File: config.mk
export PLATFORM = sky130hd
export DESIGN_NAME = vector_terminal_graph_decoder_core_flat
export DESIGN_NICKNAME = d
export VERILOG_FILES = /design/src/design/vtgd_pkg.sv /design/src/design/vtgd_rx_if.sv /design/src/design/vtgd_plot_if.sv /design/src/design/vtgd_cfg.sv /design/src/design/vtgd_decode.sv /design/src/design/vector_terminal_graph_decoder_core.sv /design/src/flat_wrapper.sv
export SDC_FILE = /design/constraint.sdc
export NUM_CORES = 1
export LEC_CHECK = 0
export BUFFER_PORTS_ARGS = -buffer_cell sky130_fd_sc_hd__buf_2
export CAP_MARGIN = 20
export CORE_MARGIN = 1
export CORE_UTILIZATION = 32
export CTS_CLUSTER_DIAMETER = 40
export DETAILED_ROUTE_END_ITERATION = 8
export SYNTH_ARGS = -nofsm -noshare
export SYNTH_HDL_FRONTEND = slang
export SYNTH_HIERARCHICAL = 1
export SYNTH_SLANG_ARGS = --single-unit
File: constraint.sdc
create_clock -name clk -period 4.4 [get_ports clk]
set_input_delay 1.32 -clock clk [delete_from_list [all_inputs] [get_ports clk]]
set_output_delay 1.32 -clock clk [all_outputs]
set_load 0.01 [all_outputs]
File: src/design/vtgd_pkg.sv
// ----------------------------------------------------------------------------
// Vector terminal graph decoder package
// Control codes, byte classes, field widths and the result record.
// ----------------------------------------------------------------------------
`timescale 1ns / 1ps

package vtgd_pkg;

	localparam int BYTE_W = 8;
	localparam int PART_W = 5;
	localparam int COORD_W = 10;
	localparam int PX_W = 9;
	localparam int PY_W = 10;
	localparam int DATA_W = 32;
	localparam int ADDR_W = 3;

	localparam logic [BYTE_W-1:0] CODE_GRAPH = 8'h1D;
	localparam logic [BYTE_W-1:0] CODE_ALPHA = 8'h1F;

	// Byte class taken from bits 6:5.
	localparam logic [1:0] CLS_NONE = 2'b00;
	localparam logic [1:0] CLS_HIGH = 2'b01;
	localparam logic [1:0] CLS_LOW_X = 2'b10;
	localparam logic [1:0] CLS_LOW_Y = 2'b11;

	localparam logic [PY_W-1:0] BOTTOM_RESET = 10'd399;

	// Register index, taken from the address above the byte offset.
	localparam logic [ADDR_W-3:0] REG_SCREEN_BOTTOM = 1'b0;

	typedef struct packed {
		logic plot_valid;
		logic join_line;
		logic [PX_W-1:0] from_x;
		logic [PY_W-1:0] from_y;
		logic [PX_W-1:0] to_x;
		logic [PY_W-1:0] to_y;
		logic in_graph_mode;
	} plot_t;

endpackage

File: src/design/vtgd_rx_if.sv
// ----------------------------------------------------------------------------
// Received byte channel
// Valid/ready request channel carrying one terminal byte.
// ----------------------------------------------------------------------------
`timescale 1ns / 1ps

interface vtgd_rx_if;
	import vtgd_pkg::*;

	logic valid;
	logic ready;
	logic [BYTE_W-1:0] rx_byte;

	modport source (output valid, output rx_byte, input ready);
	modport sink (input valid, input rx_byte, output ready);
endinterface

File: src/design/vtgd_plot_if.sv
// ----------------------------------------------------------------------------
// Plot result channel
// Valid/ready request channel carrying one decoded segment record.
// ----------------------------------------------------------------------------
`timescale 1ns / 1ps

interface vtgd_plot_if;
	import vtgd_pkg::*;

	logic valid;
	logic ready;
	logic plot_valid;
	logic join_line;
	logic [PX_W-1:0] from_x;
	logic [PY_W-1:0] from_y;
	logic [PX_W-1:0] to_x;
	logic [PY_W-1:0] to_y;
	logic in_graph_mode;

	modport source (
		output valid, output plot_valid, output join_line, output from_x,
		output from_y, output to_x, output to_y, output in_graph_mode,
		input ready
	);
	modport sink (
		input valid, input plot_valid, input join_line, input from_x,
		input from_y, input to_x, input to_y, input in_graph_mode,
		output ready
	);
endinterface

File: src/design/vtgd_cfg.sv
// ----------------------------------------------------------------------------
// Vector terminal graph decoder configuration registers
// APB-style register port holding the screen bottom row.
// ----------------------------------------------------------------------------
`timescale 1ns / 1ps

module vtgd_cfg (
	input  logic                        clk,
	input  logic                        arst_n,
	input  logic                        psel,
	input  logic                        penable,
	input  logic                        pwrite,
	input  logic [vtgd_pkg::ADDR_W-1:0] paddr,
	input  logic [vtgd_pkg::DATA_W-1:0] pwdata,
	output logic [vtgd_pkg::DATA_W-1:0] prdata,
	output logic                        pready,
	output logic [vtgd_pkg::PY_W-1:0]   screen_bottom
);
	import vtgd_pkg::*;

	logic [PY_W-1:0] bottom_q;
	logic            wr_en;
	logic            sel_bottom;

	assign pready = 1'b1;
	assign sel_bottom = (paddr[ADDR_W-1:2] == REG_SCREEN_BOTTOM);
	assign wr_en = psel && penable && pwrite && pready && sel_bottom;

	always_ff @(posedge clk or negedge arst_n) begin
		if (!arst_n) begin
			bottom_q <= BOTTOM_RESET;
		end else if (wr_en) begin
			bottom_q <= pwdata[PY_W-1:0];
		end
	end

	always_comb begin
		prdata = '0;
		if (sel_bottom) begin
			prdata = {{(DATA_W-PY_W){1'b0}}, bottom_q};
		end
	end

	assign screen_bottom = bottom_q;
endmodule

File: src/design/vtgd_decode.sv
// ----------------------------------------------------------------------------
// Vector terminal graph decoder datapath
// Input byte register, mode and coordinate state, point scaling and the
// result register.
// ----------------------------------------------------------------------------
`timescale 1ns / 1ps

module vtgd_decode (
	input  logic                      clk,
	input  logic                      arst_n,
	input  logic [vtgd_pkg::PY_W-1:0] screen_bottom,
	vtgd_rx_if.sink                   rx,
	vtgd_plot_if.source               plot
);
	import vtgd_pkg::*;

	logic              valid_s1;
	logic [BYTE_W-1:0] rx_byte_s1;

	logic [PART_W-1:0] high_y_q, high_x_q, low_y_q;
	logic              x_expected_q, pen_down_q, graph_q;
	logic [PX_W-1:0]   last_x_q;
	logic [PY_W-1:0]   last_y_q;

	logic [PART_W-1:0] high_y_nx, high_x_nx, low_y_nx;
	logic              x_expected_nx, pen_down_nx, graph_nx;
	logic [PX_W-1:0]   last_x_nx;
	logic [PY_W-1:0]   last_y_nx;

	logic              out_valid_q;
	plot_t             result_q;
	plot_t             result_nx;

	logic              adv;
	logic [PART_W-1:0] part;
	logic [1:0]        cls;
	logic [COORD_W-1:0] raw_x, raw_y;
	logic [PY_W-1:0]   half_y;
	logic [PX_W-1:0]   px;
	logic [PY_W-1:0]   py;

	assign adv = valid_s1 && (!out_valid_q || plot.ready);
	assign rx.ready = !valid_s1 || adv;

	always_ff @(posedge clk or negedge arst_n) begin
		if (!arst_n) begin
			valid_s1 <= 1'b0;
		end else if (rx.valid && rx.ready) begin
			valid_s1 <= 1'b1;
		end else if (adv) begin
			valid_s1 <= 1'b0;
		end
	end

	always_ff @(posedge clk) begin
		if (rx.valid && rx.ready) begin
			rx_byte_s1 <= rx.rx_byte;
		end
	end

	assign part = rx_byte_s1[PART_W-1:0];
	assign cls = rx_byte_s1[6:5];
	assign raw_x = {high_x_q, part};
	assign raw_y = {high_y_q, low_y_q};
	assign half_y = {1'b0, raw_y[COORD_W-1:1]};
	assign px = raw_x[COORD_W-1:1];
	assign py = (half_y > screen_bottom) ? '0 : (screen_bottom - half_y);

	always_comb begin
		high_y_nx = high_y_q;
		high_x_nx = high_x_q;
		low_y_nx = low_y_q;
		x_expected_nx = x_expected_q;
		pen_down_nx = pen_down_q;
		graph_nx = graph_q;
		last_x_nx = last_x_q;
		last_y_nx = last_y_q;
		result_nx = '0;
		if (rx_byte_s1 == CODE_GRAPH) begin
			graph_nx = 1'b1;
			pen_down_nx = 1'b0;
			x_expected_nx = 1'b0;
		end else if (rx_byte_s1 == CODE_ALPHA) begin
			graph_nx = 1'b0;
		end else if (graph_q) begin
			unique case (cls)
				CLS_HIGH: begin
					if (x_expected_q) begin
						high_x_nx = part;
					end else begin
						high_y_nx = part;
					end
				end
				CLS_LOW_Y: begin
					low_y_nx = part;
					x_expected_nx = 1'b1;
				end
				CLS_LOW_X: begin
					result_nx.plot_valid = 1'b1;
					result_nx.join_line = pen_down_q;
					result_nx.from_x = pen_down_q ? last_x_q : px;
					result_nx.from_y = pen_down_q ? last_y_q : py;
					result_nx.to_x = px;
					result_nx.to_y = py;
					last_x_nx = px;
					last_y_nx = py;
					x_expected_nx = 1'b0;
					pen_down_nx = 1'b1;
				end
				default: begin
				end
			endcase
		end
		result_nx.in_graph_mode = graph_nx;
	end

	always_ff @(posedge clk or negedge arst_n) begin
		if (!arst_n) begin
			high_y_q <= '0;
			high_x_q <= '0;
			low_y_q <= '0;
			x_expected_q <= 1'b0;
			pen_down_q <= 1'b0;
			graph_q <= 1'b0;
			last_x_q <= '0;
			last_y_q <= '0;
			out_valid_q <= 1'b0;
		end else begin
			if (adv) begin
				high_y_q <= high_y_nx;
				high_x_q <= high_x_nx;
				low_y_q <= low_y_nx;
				x_expected_q <= x_expected_nx;
				pen_down_q <= pen_down_nx;
				graph_q <= graph_nx;
				last_x_q <= last_x_nx;
				last_y_q <= last_y_nx;
				out_valid_q <= 1'b1;
			end else if (plot.ready) begin
				out_valid_q <= 1'b0;
			end
		end
	end

	always_ff @(posedge clk) begin
		if (adv) begin
			result_q <= result_nx;
		end
	end

	assign plot.valid = out_valid_q;
	assign plot.plot_valid = result_q.plot_valid;
	assign plot.join_line = result_q.join_line;
	assign plot.from_x = result_q.from_x;
	assign plot.from_y = result_q.from_y;
	assign plot.to_x = result_q.to_x;
	assign plot.to_y = result_q.to_y;
	assign plot.in_graph_mode = result_q.in_graph_mode;
endmodule

File: src/design/vector_terminal_graph_decoder_core.sv
// Path: an accepted byte passes the input register, then the result register, to
// its result record; the decode is a single pass of logic between them.
// Throughput: one byte per cycle while the result channel is not stalled.
// Reset: arst_n clears the mode, coordinate parts, pen state and last point, empties
// both registers and sets the screen bottom row to 399.
// ----------------------------------------------------------------------------
// Vector terminal graph decoder core
// Decodes a graph-mode terminal byte stream into scaled points and segments.
// ----------------------------------------------------------------------------
`timescale 1ns / 1ps

module vector_terminal_graph_decoder_core (
	input  logic                        clk,
	input  logic                        arst_n,
	input  logic                        psel,
	input  logic                        penable,
	input  logic                        pwrite,
	input  logic [vtgd_pkg::ADDR_W-1:0] paddr,
	input  logic [vtgd_pkg::DATA_W-1:0] pwdata,
	output logic [vtgd_pkg::DATA_W-1:0] prdata,
	output logic                        pready,
	vtgd_rx_if.sink                     rx,
	vtgd_plot_if.source                 plot
);
	import vtgd_pkg::*;

	logic [PY_W-1:0] screen_bottom;

	vtgd_cfg u_cfg (
		.clk           (clk),
		.arst_n        (arst_n),
		.psel          (psel),
		.penable       (penable),
		.pwrite        (pwrite),
		.paddr         (paddr),
		.pwdata        (pwdata),
		.prdata        (prdata),
		.pready        (pready),
		.screen_bottom (screen_bottom)
	);

	vtgd_decode u_decode (
		.clk           (clk),
		.arst_n        (arst_n),
		.screen_bottom (screen_bottom),
		.rx            (rx),
		.plot          (plot)
	);
endmodule

File: src/flat_wrapper.sv
// flat-port wrapper written by rule: the top's interface ports become plain ports
module vector_terminal_graph_decoder_core_flat import vtgd_pkg::*;
  (clk, arst_n, psel, penable, pwrite, paddr, pwdata, prdata, pready, rx_valid, rx_rx_byte, rx_ready, plot_valid, plot_plot_valid, plot_join_line, plot_from_x, plot_from_y, plot_to_x, plot_to_y, plot_in_graph_mode, plot_ready);
  vtgd_rx_if rx_i ();
  vtgd_plot_if plot_i ();
  input  logic clk;
  input  logic arst_n;
  input  logic psel;
  input  logic penable;
  input  logic pwrite;
  input  logic [vtgd_pkg::ADDR_W-1:0] paddr;
  input  logic [vtgd_pkg::DATA_W-1:0] pwdata;
  output logic [vtgd_pkg::DATA_W-1:0] prdata;
  output logic pready;
  input wire logic [$bits(rx_i.valid)-1:0] rx_valid;
  input wire logic [$bits(rx_i.rx_byte)-1:0] rx_rx_byte;
  output wire logic [$bits(rx_i.ready)-1:0] rx_ready;
  output wire logic [$bits(plot_i.valid)-1:0] plot_valid;
  output wire logic [$bits(plot_i.plot_valid)-1:0] plot_plot_valid;
  output wire logic [$bits(plot_i.join_line)-1:0] plot_join_line;
  output wire logic [$bits(plot_i.from_x)-1:0] plot_from_x;
  output wire logic [$bits(plot_i.from_y)-1:0] plot_from_y;
  output wire logic [$bits(plot_i.to_x)-1:0] plot_to_x;
  output wire logic [$bits(plot_i.to_y)-1:0] plot_to_y;
  output wire logic [$bits(plot_i.in_graph_mode)-1:0] plot_in_graph_mode;
  input wire logic [$bits(plot_i.ready)-1:0] plot_ready;
  assign rx_i.valid = rx_valid;
  assign rx_i.rx_byte = rx_rx_byte;
  assign rx_ready = rx_i.ready;
  assign plot_valid = plot_i.valid;
  assign plot_plot_valid = plot_i.plot_valid;
  assign plot_join_line = plot_i.join_line;
  assign plot_from_x = plot_i.from_x;
  assign plot_from_y = plot_i.from_y;
  assign plot_to_x = plot_i.to_x;
  assign plot_to_y = plot_i.to_y;
  assign plot_in_graph_mode = plot_i.in_graph_mode;
  assign plot_i.ready = plot_ready;
  vector_terminal_graph_decoder_core u_core (.clk(clk), .arst_n(arst_n), .psel(psel), .penable(penable), .pwrite(pwrite), .paddr(paddr), .pwdata(pwdata), .prdata(prdata), .pready(pready), .rx(rx_i), .plot(plot_i));
endmodule
==> results of run 1 <==
-- stage by stage --
stage	power, mW	instances	cell area (sq um)	util, %
after floorplan	1.56	417	4770	-
after global placement	1.70	637	5130	36.4
after detailed placement	1.72	637	5130	36.4
after CTS	2.45	653	5410	38.4
after global routing	2.56	654	5430	38.5
final	2.43	654	5430	38.5
-- area by class of cell --
| class | count | area [sq um] | area share, % |
|---|---|---|---|
| sequential | 97 | 2680 | 49.4 |
| timing repair buffer | 81 | 425 | 7.84 |
| inverter | 17 | 63.8 | 1.18 |
| clock buffer | 11 | 233 | 4.29 |
| tap | 180 | 225 | 4.15 |
| clock inverter | 5 | 41.3 | 0.761 |
| multi-input combinational | 263 | 1760 | 32.4 |
-- worst paths after layout --
| kind | slack (ns) | cells past startpoint | endpoint |
|---|---|---|---|
| max | 1.33 | 3 | rx_ready |
| min in group asynchronous | 0.80 | 1 | u_core/u_decode/last_x_q[7] |
| max reg2reg | 1.46 | 9 | u_core/u_decode/plot.to_y[7] |
| min | 0.48 | 2 | u_core/u_decode/last_x_q[2] |
| max in group asynchronous | 3.06 | 2 | u_core/u_cfg/screen_bottom[7] |
| min reg2reg | 0.48 | 2 | u_core/u_decode/last_x_q[2] |
-- layer usage --
| metal | global-route usage (%) | up-vias | wire length, um |
|---|---|---|---|
| met2 | 18.8 | 114 | 4030 |
| li1 | - | 1497 | - |
| met3 | 2.68 | 10 | 553 |
| met4 | 6.02 | 0 | 197 |
| met1 | 17.1 | 1424 | 4320 |
| met5 | 0 | - | 0 |
-- synthesized netlist by cell type (all sizes together) (2+ instances only) --
library cell | instances | area share, %
mux2i | 10 | 2.1
nand3 | 9 | 0.96
a21o | 2 | 0.32
conb | 2 | 0.16
a21oi | 13 | 1.4
dfrtp | 42 | 22
a2111oi | 2 | 0.37
edfxtp | 49 | 31
o21ai | 12 | 1.3
and2 | 2 | 0.32
nand2b | 7 | 0.93
inv | 16 | 1.3
or2 | 5 | 0.67
o32a | 2 | 0.43
ha | 9 | 2.4
a211oi | 2 | 0.32
nand2 | 48 | 3.8
a2111o | 2 | 0.48
dfstp | 6 | 3.4
or3 | 4 | 0.53
clkbuf | 9 | 0.72
nand4b | 2 | 0.69
nor2b | 12 | 1.6
and3 | 12 | 1.6
buf | 31 | 4.9
mux2 | 24 | 6.6
xor2 | 3 | 0.56
or3b | 2 | 0.37
nor2 | 28 | 2.2
o31ai | 8 | 1.3
-- kinds of logic (layout without fill, tap and decap cells) --
family	after synthesis	count (layout)	synth area share (%)
buf+inv	57	114	6.99
other cells	2	23	0.160
xor+xnor	4	4	0.747
flops	97	97	57.2
mux	34	34	8.70
compound gates	54	54	8.27
simple gates	138	138	15.2
fa+ha+maj	10	10	2.83
-- sequential cells by signal, indices dropped and copies added (netlist names), 8 cells and up --
| register | cells |
|---|---|
| u_core/u_decode/rx_byte_s1 | 8 |
| u_core/u_decode/plot.to_y | 10 |
| u_core/u_decode/last_y_q | 10 |
| u_core/u_cfg/screen_bottom | 10 |
| u_core/u_decode/last_x_q | 9 |
| u_core/u_decode/plot.from_x | 9 |
| u_core/u_decode/plot.from_y | 10 |
| u_core/u_decode/plot.to_x | 9 |
-- critical path, cell delays in order --
cell,delay [ns]
buf_2,0.10
nand3b_1,0.17
buf_2,0.16
-- power groups by stage --
stage	logic [mW]	registers (mW)	clock network, mW
2_1_floorplan	0.431	1.13	0
3_3_place_gp	0.542	1.16	0
3_5_place_dp	0.552	1.16	0
4_1_cts	0.557	1.14	0.749
5_1_grt	0.620	1.16	0.782
6_report	0.560	1.14	0.727
==> reports/metrics.csv, run 1 <==
stage,metric,value,unit
status,run_status,finished clean,
floorplanning,die_x,123,um
global_routing,antenna_found_initial,0,
clocking,cts_sinks,97,
drt,wl_per_cell,13.9,um
layout,fillers,1406,
sta,period_minus_slack,3.07,ns
layout,area_growth,15.8,%
clocking,htreeDepth,3,
critical_path,required,3.08,ns
layout,nets,529,
power_and_ir_drop,ir_drop,0.184,mV
clocking,cts.hold.buffers_added,0,
drt,final_antenna_net_count,0,
drt,wirelength,9100,um
sta,setup_viol,0,
floorplanning,rows,43,
placement,gp_congestion,0.782,
sta,finalCritPeriodShare,69.8,%
logic_synthesis,synth_area,4690,sq um
sta,maxSlewViolCount,0,
clocking,cts-root-buf,clkbuf_16,
placement,dp_hpwl,6330,um
logic_synthesis,ys_ff_latch,97,
sta,slew-limit-headroom,30.3,%
sta,fmax,326,MHz
clocking,post_cts_buffers,0,
placement,port_buffers,78,
floorplanning,die_y,123,um
floorplanning,io_pins,126,
global_routing,grt_max_degree,49,
power_and_ir_drop,powerDensity,448,nW/um^2
logic_synthesis,syn_area_per_cell,11.8,sq um
critical_path,worstSetupPathType,in2out,
clocking,clk_path_buf_depth,2,
global_routing,grt_remaining_overflow,0,
floorplanning,die_area,15100,sq um
global_routing,grt_pass1_vias,2778,
critical_path,timing.rr.start,u_core/u_cfg/screen_bottom[0],
logic_synthesis,ys_warn_count,6,
sta,fin_tns_setup,0,ns
sta,holdWs,0.478,ns
layout,antennaDiodeCount,0,
logic_synthesis,synth-edff-count,49,
layout,final_cell_mix,"78 x buf_2, 49 x edfxtp_1, 48 x nand2_1",
sta,postLayoutSetupSlackWorst,1.33,ns
clocking,cts_tree,built,
placement,place_ws,1.16,ns
power_and_ir_drop,pwr-share-comb,23.0,%
drt,vias,3045,
clocking,cts_resized,0,
floorplanning,coreArea,14100,sq um
sta,rsz0062_at_grt,no,
global_routing,grt_pass1_wl,14100,um
layout,drive_gt1_share,29.5,%
critical_path,cp-end-kind,primary output,
power_and_ir_drop,pwr-share-seq,47.0,%
critical_path,crit_fanout,3,
job,cap_violations,0,
layout,final_common_cell,buf_2,
critical_path,critPathArrivalTime,1.75,ns
clocking,clk_pin_slew,0.07,ns
sta,finalHoldViolCount,0,
power_and_ir_drop,p_leak,2.47,nW
logic_synthesis,ys.flop_type,edfxtp_1,
drt,vias_per_cell,4.66,
logic_synthesis,synthArstFlopShare,49.5,%
power_and_ir_drop,p_sw,0.741,mW
worst_hold_path,hold_path_class,reg2reg,
power_and_ir_drop,p_int,1.69,mW
clocking,cts_made_buffers,9,
power_and_ir_drop,p_clk_share,29.9,%
critical_path,startpoint_type,input port,
logic_synthesis,syn_inst,396,
logic_synthesis,yosysUniqueCellTypes,58,
logic_synthesis,yosysSeqAreaShare,57.2,%
drt,firstDrtPassIters,4,
critical_path,crit_start,plot_ready,
sta,fin_skew,0.00925,ns
floorplanning,start_util,33.3,%
power_and_ir_drop,switching_share,30.5,%
worst_hold_path,hp-start,u_core/u_decode/last_x_q[2],
global_routing,grtUsageTotal,12.5,%
sta,worst_slew_pin_slew,1.04,ns
drt,remaining_drc_errors,0,
clocking,worstSkewPairLatency,0.35,ns
drt,drtIter0Drc,165,
No activity file was read; power rests on OpenSTA's default activity.
==> run 2, diff against run 1 <==
- clock period: 4.4 -> 2.8 ns (I/O delays scaled with it)
==> reports/metrics.csv, run 2 (synthesized netlist as in run 1, its figures left out) <==
stage,metric,value,unit,change
sta,maxSlewViolCount,0,,unchanged
floorplanning,start_util,33.3,%,unchanged
global_routing,grt_pass1_wl,14600,um,was 14100 um
floorplanning,die_area,15100,sq um,unchanged
drt,remaining_drc_errors,0,,unchanged
clocking,cts_tree,built,,unchanged
critical_path,crit_family,simple AND/OR/NAND/NOR gates,,was buffers and inverters
placement,dp.cells,645,,was 637
status,run_status,finished clean,,unchanged
layout,drive_gt1_share,31.2,%,was 29.5%
critical_path,cp_num_buf_inv,2,,unchanged
power_and_ir_drop,p_leak,2.52,nW,was 2.47 nW
sta,finalCritPeriodShare,95.5,%,
clocking,post_cts_buffers,0,,unchanged
layout,area_growth,17.8,%,was 15.8%
critical_path,critPathArrivalTime,2.86,ns,was 1.75 ns
clocking,cts-root-buf,clkbuf_16,,unchanged
clocking,cts_made_buffers,9,,unchanged
job,cap_violations,0,,unchanged
floorplanning,io_pins,126,,unchanged
drt,vias,3045,,unchanged
clocking,htreeDepth,3,,unchanged
floorplanning,die_y,123,um,unchanged
clocking,clk_path_buf_depth,2,,unchanged
drt,vias_per_cell,4.61,,was 4.66
layout,antennaDiodeCount,0,,unchanged
sta,setup_viol,0,,unchanged
global_routing,grt_remaining_overflow,0,,unchanged
critical_path,crit_fanout,3,,unchanged
placement,dp_hpwl,6670,um,was 6330 um
drt,wirelength,9140,um,was 9100 um
placement,gp_congestion,0.732,,was 0.782
layout,nets,536,,was 529
sta,period_minus_slack,2.67,ns,
sta,worst_slew_pin_slew,0.991,ns,was 1.04 ns
floorplanning,coreArea,14100,sq um,unchanged
global_routing,grtUsageTotal,12.7,%,was 12.5%
clocking,worstSkewPairLatency,0.34,ns,was 0.35 ns
sta,holdWs,0.437,ns,was 0.478 ns
global_routing,grt_max_degree,33,,was 49
clocking,cts.hold.buffers_added,0,,unchanged
worst_hold_path,hold_path_class,in2async,,was reg2reg
critical_path,startpoint_type,flop,,was input port
placement,port_buffers,78,,unchanged
drt,wl_per_cell,13.8,um,was 13.9 um
critical_path,worstRegToRegCells,9,,unchanged
critical_path,crit_chain,inv_1 -> ha_1 -> fa_1 -> nand2b_1 -> a21oi_1 -> buf_4 -> xor2_2 -> or3b_2 -> a21oi_1,,was buf_2 -> nand3b_1 -> buf_2
critical_path,required,2.98,ns,was 3.08 ns
sta,slew-limit-headroom,33.8,%,was 30.3%
sta,fin_tns_setup,0,ns,unchanged
power_and_ir_drop,powerDensity,720,nW/um^2,was 448 nW/um^2
power_and_ir_drop,ir_drop,0.344,mV,was 0.184 mV
global_routing,grt_pass1_vias,2863,,was 2778
floorplanning,rows,43,,unchanged
layout,final_cell_mix,"78 x buf_2, 49 x edfxtp_1, 48 x nand2_1",,unchanged
clocking,cts_resized,0,,unchanged
critical_path,r2r_slack,0.13,ns,was 1.46 ns
clocking,cts_sinks,97,,unchanged
critical_path,slowest_delay,0.55,ns,was 0.17 ns
drt,firstDrtPassIters,4,,unchanged
sta,fin_skew,0.00579,ns,was 0.00925 ns
drt,drtIter0Drc,261,,was 165
critical_path,cp-end-kind,flop,,was primary output
critical_path,timing.rr.start,u_core/u_cfg/screen_bottom[0],,unchanged
global_routing,antenna_found_initial,0,,unchanged
layout,fin_cells,661,,was 654
critical_path,cp.depth,9,,was 3
critical_path,cp_common_cell,a21oi_1,,was buf_2
clocking,clk_pin_slew,0.07,ns,about the same
floorplanning,die_x,123,um,unchanged
sta,fmax,374,MHz,
layout,final_common_cell,buf_2,,unchanged
critical_path,r2r_end,u_core/u_decode/plot.from_y[4],,was u_core/u_decode/plot.to_y[7]
power_and_ir_drop,power.total,3.98,mW,was 2.43 mW
sta,finalHoldViolCount,0,,unchanged
drt,final_antenna_net_count,0,,unchanged
critical_path,worst_path_max_delay_cell,dfstp_2,,was nand3b_1
sta,rsz0062_at_grt,no,,unchanged
critical_path,worstSetupPathType,reg2reg,,was in2out
[run 2: cell types whose count changed in the layout (fill, tap and decap cells not counted), sizes merged]
cell,change
buf,+7
bufinv,+1
inv,-1
[run 2: how the worst max path moves through the flow]
stage	start	to
floorplan	plot_ready	u_core/u_decode/high_x_q[0]
global placement	u_core/u_cfg/screen_bottom[0]	u_core/u_decode/plot.from_y[4]
detailed placement	u_core/u_cfg/screen_bottom[0]	u_core/u_decode/plot.from_y[4]
CTS	u_core/u_cfg/screen_bottom[0]	u_core/u_decode/plot.from_y[4]
global route	u_core/u_cfg/screen_bottom[0]	u_core/u_decode/plot.to_y[7]
finish	u_core/u_cfg/screen_bottom[0]	u_core/u_decode/plot.from_y[4]
[run 2: metal layers]
layer | routed length [um] | global-route usage, % | vias up
li1 | - | - | 1520
met1 | 4360 | 17.0 | 1418
met2 | 4160 | 19.9 | 96
met3 | 450 | 2.26 | 11
met4 | 171 | 6.10 | 0
met5 | 0 | 0 | -
[run 2: report_power, final]
group          internal [mW]  switching [mW]
clock                  0.726           0.530
sequential              1.67          0.0968
combinational          0.408           0.552
[run 2: stage by stage]
stage / setup WS [ns] / area (sq um) / utilization [%]
after floorplan: 0.0176 / 4770 / -
after global placement: 0.149 / 5210 / 37.0
after CTS: 0.0656 / 5520 / 39.1
after detailed placement: 0.0841 / 5210 / 37.0
final: 0.127 / 5530 / 39.2
after global routing: 0.00204 / 5530 / 39.2
[run 2: worst reg2reg max path, stage by stage (launching register included)]
cell,delay (ns)
dfstp_2,0.55
inv_1,0.05
ha_1,0.22
fa_1,0.40
nand2b_1,0.18
a21oi_1,0.17
buf_4,0.15
xor2_2,0.17
or3b_2,0.46
a21oi_1,0.18
[run 2: area by class of cell]
class,count,area (sq um)
clock inverters,5,63.8
repair buffers,88,478
well taps,180,225
multi-input cells,263,1770
clock buffers,11,243
inverters,17,67.6
fillers,1384,8570
flip-flops and latches,97,2680
